<file path="config.mk">
export PLATFORM = sky130hd
export DESIGN_NAME = qla_cfg
export DESIGN_NICKNAME = d
export VERILOG_FILES = /design/src/hdl/qla_pkg.sv /design/src/hdl/qla_cfg.sv
export SDC_FILE = /design/constraint.sdc
export NUM_CORES = 1
export LEC_CHECK = 0
export ABC_AREA = 1
export BUFFER_PORTS_ARGS = -buffer_cell sky130_fd_sc_hd__buf_2
export CAP_MARGIN = 0
export CORE_MARGIN = 2
export CORE_UTILIZATION = 45
export CTS_CLUSTER_DIAMETER = 120
export DETAILED_ROUTE_END_ITERATION = 8
export PLACE_DENSITY_LB_ADDON = 0.05
export SYNTH_ARGS = -nofsm -noshare
export SYNTH_HDL_FRONTEND = slang
export SYNTH_SLANG_ARGS = --single-unit
</file>
<file path="constraint.sdc">
create_clock -name clk -period 1.97 [get_ports clk]
set_clock_uncertainty 0.2 [all_clocks]
set_input_delay 0.0985 -clock clk [delete_from_list [all_inputs] [get_ports clk]]
set_output_delay 0.0985 -clock clk [all_outputs]
set_load 0.02 [all_outputs]
</file>
<file path="src/hdl/qla_pkg.sv">
// Shared constants, register codes and control types for the tabular Q-learning agent.
// No dependencies; qla_cfg, qla_update and the top level in hdl/ import this package.
`default_nettype none

package qla_pkg;

  // Fixed field widths of the item and result channels.
  localparam int STATE_W  = 8;
  localparam int ACT_W    = 2;
  localparam int REWARD_W = 17;
  localparam int PROB_W   = 7;
  localparam int RATE_W   = 16;

  // Four actions per state, action values carry 12 fraction bits.
  localparam int NUM_ACT = 4;
  localparam int Q_FRAC  = 12;

  // Defaults for the top-level parameters.
  localparam int NUM_STATES_DEF = 256;
  localparam int Q_WIDTH_DEF    = 32;

  // Register file: two 32-bit registers at byte addresses 0 and 4.
  localparam int CFG_AW = 3;
  localparam int CFG_DW = 32;
  localparam logic REG_LEARN_RATE = 1'b0;
  localparam logic REG_DISCOUNT   = 1'b1;

  localparam logic [RATE_W-1:0] LEARN_RATE_RST = 16'd45875;
  localparam logic [RATE_W-1:0] DISCOUNT_RST   = 16'd62259;

  // Load enables for the registers of the update datapath.
  typedef struct packed {
    logic gamma;
    logic target;
    logic diff;
    logic step;
    logic sat;
  } upd_ctl_t;

endpackage

`default_nettype wire

</file>
<file path="src/hdl/qla_cfg.sv">
// APB-style register file holding the learning rate and the discount factor.
// Depends on qla_pkg for widths, register codes and reset values.
`default_nettype none

module qla_cfg
  import qla_pkg::*;
(
  input  wire logic              clk,
  input  wire logic              rst,
  input  wire logic              psel,
  input  wire logic              penable,
  input  wire logic              pwrite,
  input  wire logic [CFG_AW-1:0] paddr,
  input  wire logic [CFG_DW-1:0] pwdata,
  output logic      [CFG_DW-1:0] prdata,
  output logic                   pready,
  output logic      [RATE_W-1:0] learn_rate,
  output logic      [RATE_W-1:0] discount
);

  logic wr_en;

  assign pready = 1'b1;
  assign wr_en  = psel && penable && pwrite && pready;

  always_ff @(posedge clk) begin
    if (rst) begin
      learn_rate <= LEARN_RATE_RST;
      discount   <= DISCOUNT_RST;
    end else if (wr_en) begin
      case (paddr[2])
        REG_LEARN_RATE: learn_rate <= pwdata[RATE_W-1:0];
        REG_DISCOUNT:   discount   <= pwdata[RATE_W-1:0];
        default: ;
      endcase
    end
  end

  always_comb begin
    case (paddr[2])
      REG_LEARN_RATE: prdata = CFG_DW'(learn_rate);
      REG_DISCOUNT:   prdata = CFG_DW'(discount);
      default:        prdata = '0;
    endcase
  end

endmodule

`default_nettype wire

</file>
## After elaboration in Yosys (flattened, before gate mapping)

Index checks and enable logic that the tools add are counted.

| word-level totals | value |
|---|---|
| flip-flop bits (word level) | 32 |

| cells by class | value |
|---|---|
| bitwise logic cells | 1 |
| reduce and logical (&&, ||, !) cells | 4 |
| multiplexer cells | 1 |

Operator list:

| cell | number |
|---|---|
| case mux 32 bit (2 select lines) | 1 |
| AND reduction 2 bit | 2 |
| logical AND 1 bit | 2 |
| inverter 1 bit | 1 |

## Logic depth before layout (Yosys ltp)

| logic depth | value |
|---|---|
| depth after elaboration | 3 |
| depth in mapped cells | 6 |
| gate-level depth less buffers | 5 |

## Worst setup path after synthesis

OpenSTA, ideal clock, no wires.

| timing path | value |
|---|---|
| kind | input to output |
| start point | input paddr[2] |
| end point | output prdata[10] |
| arrival | 0.759 ns |
| cell stages on the path | 4 |
| path buffers | 2 |
| slack | 0.913 ns |
| cells stage by stage | buf_4 clkbuf_1 nand2_1 nand2_1 |

| on the way | value |
|---|---|
| cells in the longest elaborated chain, start to end | 2 |

RTL lines:

| element | RTL line | RTL |
|---|---|---|
| start, declared | qla_cfg.sv:13 | `input wire logic [CFG_AW-1:0] paddr,` |
| inverter 1 bit (no line) | n/a |  |
| case mux 32 bit (2 select lines) (*) | qla_cfg.sv:40 | `case (paddr[2])` |
| end, declared | qla_cfg.sv:15 | `output logic [CFG_DW-1:0] prdata,` |

Mark *: on every way between the ends. The rest lies on a longest branch, timed or not. The select of a mux whose other input is x is not followed.

## Worst setup path after layout

| timing path | value |
|---|---|
| start point | register discount[7] |
| end point | output prdata[7] |

| on the way | value |
|---|---|
| cells in the longest elaborated chain, start to end | 1 |

RTL lines:

| element | RTL line | RTL |
|---|---|---|
| start, declared | qla_cfg.sv:18 | `output logic [RATE_W-1:0] discount` |
| start signal, assigned | qla_cfg.sv:33 | `REG_DISCOUNT: discount <= pwdata[RATE_W-1:0];` |
| case mux 32 bit (2 select lines) | qla_cfg.sv:40 |  |

No other way between the ends. The select of a mux whose other input is x is not followed.

==> flow_summary.ini <==
[synthesis]
yosys.area_share.simple_pct = 44.4
ys_seq_elements = 32
ys_warn_count = 0
synth_xor_area_share_pct = 0
synth_top_family_by_area = simple AND/OR/NAND/NOR gates
syn_inst = 236
synth_area_sq_um = 1600
syn_area_per_cell_sq_um = 6.78
synthMuxAreaShare_pct = 0
synth-compound-area-share_pct = 0
ys_types = 16
yosysSeqAreaShare_pct = 40.0
synth_fa_ha_area_share_pct = 0

[min_path]
min_path_cells = 5
hold_path_end = discount[7]
hold_class = primary input to flip-flop
hp-start = penable

[global_routing]
antenna_found_initial = 0
grt_pass1_vias = 1402
grt_pass1_wl_um = 6400
grt_use_total_pct = 20.0
overflow = 0
grt_max_degree = 33

[timing]
setup_violations = 0
fin_hold_ws_ns = 0.0230
fin_crit_sh_pct = 66.5
fmax_ghz = 0.763
period_minus_slack_ns = 1.31
tns_ns = 0
hold_viol_final = 0
slew_violations = 0
rsz0062_at_grt = no

[cells_and_area]
multiInputGateArea_sq_um = 774
fillers = 348
antenna_cells = 0
layout-drive-gt1-share_pct = 27.4
nets = 357
fin_area_sq_um = 2100
seq_area_sq_um = 641
area_growth_pct = 31.1
fin_util_pct = 62.4

[die]
design.portCount = 105
dieArea_sq_um = 4050
rows = 21
start_util_pct = 47.6
dieWidth_um = 63.6
core_area_sq_um = 3360
die_height_um = 63.6

[clock_tree]
clock_latency_ns = 0.32
cts-root-buf = clkbuf_4
htree_levels = 2
cts_buffers = 5
tritoncts = yes
clk_path_buf_depth = 2
clock-sinks = 32
clk_pin_slew_worst_paths_ns = 0.09

[worst_setup_path]
r2r_slack_ns = 1.16
cp-end-kind = output port
r2r_start = discount[0]
critPathMaxFanout = 3
arrival_ns = 1.01
worstPathRequired_ns = 1.67
r2r-end = discount[0]
crit_type = flip-flop to output port
critical_path.startpoint_type = flip-flop
ff2ff_path_depth = 2
startpoint = discount[7]

[placement]
place_area_sq_um = 1870
io_buffers = 69
hpwl_um = 2450
gp_congestion = 0.766

[power]
ir_drop_mv = 0.420
leakage_nw = 1.17
p_switching_mw = 0.412
pwr-share-clk_pct = 29.6
power_frac_comb_pct = 20.8
intPower_mw = 0.971
p_per_area_nw_per_um2 = 659
sequentialPowerShare_pct = 49.6
swShare_pct = 29.8

[routing]
wl_met3_um = 264
highest_layer = met4
antenna_left = 0
wire_per_inst_um = 10.6
vias_per_cell = 4.49
drtPass1Iterations = 4
routedLengthMet1_um = 1680
drc = 0
dr.first_iter.drc_count = 71
routed-via-count = 1630
dr_wl_met2_um = 1840
totalWireLength_um = 3840

[run]
maxCapViolations = 0

[outcome]
status = complete, no violations
[cells in the final DEF (no fill, tap or decap), drive strengths merged]
cell type,instances
dlygate4sd3,16
nand3,33
nand2,102
inv,10
conb,17
buf,71
clkbuf,7
nor2,29
dfxtp,32
[area by class of cell]
cell class | count | share of cell area (%)
multi-input cells | 181 | 36.9
flip-flops and latches | 32 | 30.5
repair buffers | 87 | 24.8
clock buffers | 7 | 3.10
well taps | 46 | 2.74
inverters | 10 | 1.91
[layer usage]
| layer | vias to the layer above | GRT usage, % |
|---|---|---|
| li1 | 847 | - |
| met1 | 707 | 25.6 |
| met2 | 68 | 33.3 |
| met3 | 8 | 3.57 |
| met4 | 0 | 8.15 |
| met5 | - | 0 |
[repair_timing]
item | CTS | global route
hold endpoints to repair | 32 | 0
hold buffers | 16 | 0
resized for setup | 0 | 0
setup buffers | 0 | 0
[flip-flops by register name (all words and copies together) (netlist names)]
| register | cells |
|---|---|
| discount | 16 |
| learn_rate | 16 |
[cell usage after synthesis (all sizes together)]
master  instances  area share [%]
inv            10             2.5
buf            24              12
conb            2            0.47
dfxtp          32              40
nand2         102              24
nor2           29             9.1
nand3          33              11
clkbuf          4            0.94
[cells by family after synthesis]
kind of cell | Yosys count
buffers and inverters | 38
other | 2
DFF | 32
and+or+nand+nor | 164
[worst max-delay path by stage]
stage	end	slack (ns)	depth (start not counted)
3_5_place_dp	discount[0]	0.52	5
4_1_cts	prdata[7]	0.65	3
3_3_place_gp	discount[15]	0.54	5
5_1_grt	prdata[7]	0.57	5
2_1_floorplan	prdata[10]	0.91	4
6_report	prdata[7]	0.66	3
[power groups by stage]
stage,combinational (mW),sequential (mW),clock [mW]
CTS,0.288,0.686,0.422
floorplan,0.182,0.728,0
detailed placement,0.264,0.701,0
global placement,0.262,0.701,0
finish,0.287,0.686,0.410
global route,0.317,0.690,0.443
[stage by stage]
| step | total power, mW | setup WS (ns) | cells |
|---|---|---|---|
| 2_1_floorplan | 0.911 | 0.913 | 251 |
| 3_3_place_gp | 0.963 | 0.543 | 340 |
| 3_5_place_dp | 0.965 | 0.517 | 340 |
| 4_1_cts | 1.40 | 0.654 | 363 |
| 5_1_grt | 1.45 | 0.573 | 363 |
| 6_report | 1.38 | 0.659 | 363 |
[worst max-delay path, stage by stage, from the launching register on]
cell and delay [ns]:
dfxtp_1 0.39, nand2_1 0.06, nand2_1 0.08, buf_2 0.16
(Power assumes the default switching activity.)
