## src/hdl/qla_pkg.sv

```systemverilog
// Shared constants, register codes and control types for the tabular Q-learning agent.
// No dependencies; qla_cfg, qla_update and the top level in hdl/ import this package.
`default_nettype none

package qla_pkg;

  // Fixed field widths of the item and result channels.
  localparam int STATE_W  = 8;
  localparam int ACT_W    = 2;
  localparam int REWARD_W = 17;
  localparam int PROB_W   = 7;
  localparam int RATE_W   = 16;

  // Four actions per state, action values carry 12 fraction bits.
  localparam int NUM_ACT = 4;
  localparam int Q_FRAC  = 12;

  // Defaults for the top-level parameters.
  localparam int NUM_STATES_DEF = 256;
  localparam int Q_WIDTH_DEF    = 32;

  // Register file: two 32-bit registers at byte addresses 0 and 4.
  localparam int CFG_AW = 3;
  localparam int CFG_DW = 32;
  localparam logic REG_LEARN_RATE = 1'b0;
  localparam logic REG_DISCOUNT   = 1'b1;

  localparam logic [RATE_W-1:0] LEARN_RATE_RST = 16'd45875;
  localparam logic [RATE_W-1:0] DISCOUNT_RST   = 16'd62259;

  // Load enables for the registers of the update datapath.
  typedef struct packed {
    logic gamma;
    logic target;
    logic diff;
    logic step;
    logic sat;
  } upd_ctl_t;

endpackage

`default_nettype wire

```

## src/hdl/qla_update.sv

```systemverilog
// Fixed-point update datapath: gamma term, target, difference, learning step, saturation.
// Depends on qla_pkg for field widths and the control struct; the top level sequences it.
`default_nettype none

module qla_update
  import qla_pkg::*;
#(
  parameter int Q_WIDTH = Q_WIDTH_DEF
) (
  input  wire logic                       clk,
  input  wire upd_ctl_t                   ctl,
  input  wire logic        [RATE_W-1:0]   learn_rate,
  input  wire logic        [RATE_W-1:0]   discount,
  input  wire logic signed [REWARD_W-1:0] reward,
  input  wire logic signed [Q_WIDTH-1:0]  max_q,
  input  wire logic signed [Q_WIDTH-1:0]  cur_q,
  output logic signed      [Q_WIDTH-1:0]  upd_q
);

  // Widest of the stored value and the scaled reward, then one growth bit per add.
  localparam int RW   = REWARD_W + Q_FRAC;
  localparam int MW   = (Q_WIDTH > RW) ? Q_WIDTH : RW;
  localparam int TW   = MW + 1;
  localparam int DW   = MW + 2;
  localparam int SUMW = DW + 1;
  localparam int PW_G = Q_WIDTH + RATE_W + 1;
  localparam int PW_S = DW + RATE_W + 1;

  localparam logic signed [SUMW-1:0] SAT_HI = SUMW'({1'b0, {(Q_WIDTH-1){1'b1}}});
  localparam logic signed [SUMW-1:0] SAT_LO = ~SAT_HI;

  logic signed [PW_G-1:0] gprod;
  logic signed [TW-1:0]   target;
  logic signed [DW-1:0]   diff;
  logic signed [PW_S-1:0] sprod;

  logic signed [TW-1:0]   target_next;
  logic signed [SUMW-1:0] sum;

  // The products are floored by an arithmetic right shift of 16.
  assign target_next = (TW'(reward) <<< Q_FRAC)
                     + TW'($signed(gprod[PW_G-1:RATE_W]));
  assign sum = SUMW'($signed(sprod[PW_S-1:RATE_W])) + SUMW'(cur_q);

  always_ff @(posedge clk) begin
    if (ctl.gamma) begin
      gprod <= PW_G'(max_q) * PW_G'($signed({1'b0, discount}));
    end
    if (ctl.target) begin
      target <= target_next;
    end
    if (ctl.diff) begin
      diff <= DW'(target) - DW'(cur_q);
    end
    if (ctl.step) begin
      sprod <= PW_S'(diff) * PW_S'($signed({1'b0, learn_rate}));
    end
    if (ctl.sat) begin
      if (sum > SAT_HI) begin
        upd_q <= Q_WIDTH'(SAT_HI);
      end else if (sum < SAT_LO) begin
        upd_q <= Q_WIDTH'(SAT_LO);
      end else begin
        upd_q <= Q_WIDTH'(sum);
      end
    end
  end

endmodule

`default_nettype wire

```

## config.mk

```make
export PLATFORM = sky130hd
export DESIGN_NAME = qla_update
export DESIGN_NICKNAME = d
export VERILOG_FILES = /design/src/hdl/qla_pkg.sv /design/src/hdl/qla_update.sv
export SDC_FILE = /design/constraint.sdc
export NUM_CORES = 2
export LEC_CHECK = 0
export ABC_AREA = 1
export BUFFER_PORTS_ARGS = -buffer_cell sky130_fd_sc_hd__buf_2
export CAP_MARGIN = 20
export CORE_MARGIN = 2
export CORE_UTILIZATION = 25
export CTS_BUF_LIST = sky130_fd_sc_hd__clkbuf_8 sky130_fd_sc_hd__clkbuf_16
export CTS_CLUSTER_SIZE = 16
export DETAILED_ROUTE_END_ITERATION = 8
export MAX_ROUTING_LAYER = met4
export SYNTH_ARGS = -nofsm -noshare
export SYNTH_HDL_FRONTEND = slang
export SYNTH_SLANG_ARGS = --single-unit
```

## constraint.sdc

```tcl
create_clock -name clk -period 6.3 [get_ports clk]
set_input_delay 0.315 -clock clk [delete_from_list [all_inputs] [get_ports clk]]
set_output_delay 0.315 -clock clk [all_outputs]
set_load 0.1 [all_outputs]
```

* After elaboration in Yosys (flattened, before gate mapping) *
Index checks and enable logic that the tools add are counted.

word-level totals
  bits in registers = 199
  input bits = 119
  output and inout port bits = 32
  logic and storage cells = 13

cells by class
  add/subtract/negate cells = 3
  multiply operators = 2
  order comparisons = 2
  muxes and demuxes = 1

operators with widths
  kind                                                           number
  multiplier 34 x 17 -> 51 bit                                   1
  multiplier 32 x 17 -> 49 bit                                   1
  adder 35 x 32 -> 35 bit                                        1
  > comparator 35 x 32 -> 1 bit (second input constant)          1
  less-than comparator 35 x 32 -> 1 bit (second input constant)  1
  subtractor 33 x 32 -> 34 bit                                   1
  adder 29 x 33 -> 33 bit                                        1
  2-to-1 mux 32 bit                                              1

* Depth between registers and ports, before layout *
  word-level depth = 3
  gate-level depth with buffers = 31
  mapped depth without buffers = 29

* Worst setup path before layout *
Ideal clock, no wire load.

  path kind = flip-flop to flip-flop
  from = reg diff[33]
  to = reg sprod[50], data pin
  library setup time = 0.252 ns
  arrival time = 5.493 ns
  data required time = 6.048 ns
  setup slack = 0.554 ns
  stages on the path, launching flop included = 23
  path buffers = 2
  period minus slack after synthesis = 5.746 ns
  path through = edfxtp_1 -> clkbuf_1 -> clkbuf_1 -> nand2_1 -> fa_1 -> inv_1 -> fa_1 -> fa_1 -> fa_1 -> fa_1 -> inv_1 -> fa_1 -> inv_1 -> ha_1 -> nand2_1 -> nor2_1 -> inv_1 -> nor2_1 -> inv_1 -> nor4_1 -> nand2_1 -> nand3_1 -> nand2_1

between the ends
  word-level cells in the longest chain between the ends = 1

ends and longest elaborated chain
  what                          RTL line          RTL
  start: declaration            qla_update.sv:34  logic signed [DW-1:0] diff;
  start signal: assignment      qla_update.sv:53  diff <= DW'(target) - DW'(cur_q);
  multiplier 34 x 17 -> 51 bit  qla_update.sv:56  sprod <= PW_S'(diff) * PW_S'($signed({1'b0, learn_rate}));
  end signal: assignment        qla_update.sv:56
  end: declaration              qla_update.sv:35  logic signed [PW_S-1:0] sprod;

Every way passes these cells.
A chain may end at the register's enable or synchronous reset.

* Worst setup path in the final report *
  from = reg diff[33]
  to = reg sprod[49], data pin

The elaborated chain is that of the path after synthesis.

==> results.py <==
metrics = {
    "run_status": {
        "outcome": "finished clean",
    },
    "clock_tree": {
        "cts_buffers": 17,
        "cts_root_buffer": "clkbuf_16",
        "cts_tree": "done",
        "hold_buffers": 0,
        "cts.sinks": 167,
        "cts-htree-levels": 4,
        "cts_buffer_depth": 2,
        "clk_pin_slew_worst_paths_ns": 0.07,
        "clkLatencyLatePin_ns": 0.49,
    },
    "logic_synthesis": {
        "synth.distinct_cells": 46,
        "synth_simple_gate_area_share_pct": 16.77,
        "ys_seq_area_share_pct": 10.25,
        "ys_seq_elements": 167,
        "synthArstFlopShare_pct": 0,
        "syn_inst": 6200,
        "yosys.area_share.adder_pct": 49.33,
        "syn_nets": 7645,
        "ys.warnings.count": 0,
        "synth-xor-area-share_pct": 2.631,
        "avgSynthCellArea_um2": 7.892,
        "synth_top_family_by_area": "adder cells",
        "netlist_area_mm2": 0.04893,
        "synth-edff-count": 167,
        "synthMuxAreaShare_pct": 0,
        "ys.flop_type": "edfxtp_1",
        "synth_compound_area_share_pct": 5.232,
    },
    "floorplanning": {
        "die_h_um": 446.4,
        "die_area_mm2": 0.1993,
        "core_area_mm2": 0.1948,
        "fp.dieW_um": 446.4,
        "start_util_pct": 25.12,
        "row_count": 162,
        "ios": 151,
    },
    "cells_and_area": {
        "fin_area_mm2": 0.05531,
        "layout.cells.non_filler": 9049,
        "num-nets-final": 7856,
        "final_util_pct": 28.40,
        "drive_gt1_share_pct": 8.437,
        "areaGrowthSynthToFinish_pct": 13.04,
    },
    "sta": {
        "final.setup_skew_ns": 0.01380,
        "final-setup-viol-count": 0,
        "tightest_slew_ns": 0.9761,
        "slew_viol_final": 0,
        "setup_tns_ns": 0,
        "min_period_over_period_pct": 96.57,
        "rsz0062_at_grt": "yes",
        "fmax_ghz": 0.1644,
        "slew-limit-headroom_pct": 34.93,
        "timing.final.crit_period_ns": 6.084,
        "final-hold-violation-count": 0,
    },
    "global_route": {
        "grt_pass1_vias": 42989,
        "grt_pass1_wl_mm": 237.2,
        "antenna_found_initial": 15,
        "grt_use_total_pct": 15.58,
        "grt_max_degree": 36,
        "overflow": 0,
    },
    "routing": {
        "initialDrtViolationCount": 2387,
        "num_vias": 39149,
        "wl_met2_mm": 75.76,
        "routedWlPerCell_um": 16.27,
        "ant_nets": 0,
        "via_per_inst": 4.326,
        "drt-met1-wl_mm": 61.28,
        "routed_wl_mm": 147.3,
        "highest_layer": "met4",
        "dr_wl_met3_mm": 6.557,
        "remaining_drc_errors": 0,
        "drt_first_pass_iters": 6,
    },
    "place": {
        "io_buffers": 150,
        "placed_area_mm2": 0.05454,
        "place_inst": 9002,
        "place.gp.congestion": 0.9114,
        "hpwl_mm": 125.0,
    },
    "critical_path": {
        "worst-path-buf-inv": 7,
        "critPathRequiredTime_ns": 6.53,
        "regToRegSetupSlack_ns": 0.22,
        "crit_type": "reg -> reg",
        "path_cells": "buf_12, nand2_1, inv_1, fa_1, buf_4, fa_2, buf_4, fa_1, inv_1, fa_1, fa_1, fa_1, inv_1, ha_1, a21oi_1, buf_4, nand2_1, a21oi_1, o21ai_0, a31oi_1, nand3_1, xor2_1",
        "slowest_delay_ns": 0.59,
        "end_kind": "flip-flop",
        "crit_path_max_fanout": 9,
        "start_kind": "flip-flop",
        "cp_slowest_cell": "fa_1",
        "rr_worst_depth": 22,
        "path_delay_family": "adder cells",
        "critPathMostFrequentCell": "fa_1",
        "r2r-end": "sprod[49]$_DFFE_PP_",
        "rr_startpoint": "diff[33]$_DFFE_PP_",
        "crit_arrival_ns": 6.31,
    },
    "hold_path": {
        "worst_hold_path.endpoint": "target[12]$_DFFE_PP_",
        "hold_class": "in -> reg",
        "hold_start": "reward[0]",
        "min_path_cells": 2,
    },
    "run": {
        "maxCapViolCount": 0,
    },
}
registers in the layout, summed over array words and instances, names as in the netlist:
name / flops
sprod: 35
diff: 34
gprod: 33
target: 33
upd_q: 32
metrics by stage:
step | setup slack, ns | hold slack, ns
final | 0.2161 | 0.2155
after detailed placement | -0.1958 | 0.4075
after floorplan | 0.5545 | 0.4003
after global placement | -0.09943 | 0.4109
after CTS | 0.07290 | 0.1853
after global routing | -0.08313 | 0.2191
Yosys cell counts, types with 4 or more instances:
master | n | share of area (%)
o21ai_0 | 99 | 1.0
inv_1 | 1793 | 14
nor4_1 | 12 | 0.15
a21o_1 | 34 | 0.52
and3_1 | 13 | 0.17
ha_1 | 321 | 8.2
a211oi_1 | 5 | 0.077
o21ai_1 | 10 | 0.10
a31oi_1 | 25 | 0.32
nand3_1 | 93 | 0.95
o21a_1 | 13 | 0.20
xnor2_1 | 48 | 0.86
xor2_1 | 99 | 1.8
nand4_1 | 16 | 0.20
clkbuf_1 | 238 | 1.8
a21oi_1 | 201 | 2.1
o211ai_1 | 4 | 0.061
nand2_2 | 44 | 0.56
fa_1 | 1005 | 41
a31o_2 | 4 | 0.072
nand3b_1 | 6 | 0.092
nor2_1 | 254 | 1.9
o21bai_1 | 34 | 0.52
nor3_1 | 27 | 0.28
nand2_1 | 1597 | 12
a21boi_0 | 6 | 0.092
edfxtp_1 | 167 | 10
layout make-up:
| cell class | count | area [um^2] |
|---|---|---|
| repair buffers | 438 | 3426 |
| flip-flops and latches | 167 | 5015 |
| inverters | 1797 | 6745 |
| clock inverters | 15 | 176.4 |
| diodes | 1 | 2.502 |
| well taps | 2624 | 3283 |
| fillers | 20983 | 139500 |
| multi-input cells | 3990 | 36240 |
| clock buffers | 17 | 425.4 |
cell families after synthesis:
| group | after synthesis |
|---|---|
| AND/OR/NAND/NOR | 2071 |
| buffers and inverters | 2043 |
| adder cells (fa/ha/maj) | 1326 |
| AO/OA/AOI/OAI | 446 |
| flip-flops | 167 |
| XOR/XNOR | 147 |
how the worst max path moves through the flow:
stage,start,endpoint,slack [ns],cells after the start
final,diff[33]$_DFFE_PP_,sprod[49]$_DFFE_PP_,0.22,22
after global routing,diff[33]$_DFFE_PP_,sprod[49]$_DFFE_PP_,-0.08,23
after CTS,diff[23]$_DFFE_PP_,sprod[38]$_DFFE_PP_,0.07,21
after detailed placement,learn_rate[11],sprod[38]$_DFFE_PP_,-0.20,19
after global placement,learn_rate[11],sprod[38]$_DFFE_PP_,-0.1,19
after floorplan,diff[33]$_DFFE_PP_,sprod[50]$_DFFE_PP_,0.55,22
routing by layer:
metal	up-vias	global-route usage, %
met5	-	-
met4	0	3.815
met3	199	1.322
met2	1092	27.88
met1	19601	18.86
li1	18257	-
layout by cell type (no fill, tap or decap), types with 6 or more instances in the layout:
cell and instances:
nand4_1 16, nor4_1 10, nand3b_1 6, fa_1 1004, inv_1 1793, clkbuf_16 17, nor3_1 26, nand2_1 1596
nand2_2 45, buf_4 247, ha_1 317, xor2_1 99, o21a_1 13, xnor2_1 48, o21bai_1 34, o21ai_1 11
nor2_1 254, and3_1 13, nand3_1 93, buf_2 150, a31oi_1 24, edfxtp_1 167, o21ai_0 98, a21oi_1 199
buf_12 41, a21o_1 34
what timing repair did:
item,CTS,global route
gates resized for setup,0,14
buffers inserted,4,10
endpoints found under the setup margin,5,16
Power is not shown: default switching activity piles up to over one toggle a cycle in this logic, so the estimate is an artifact.
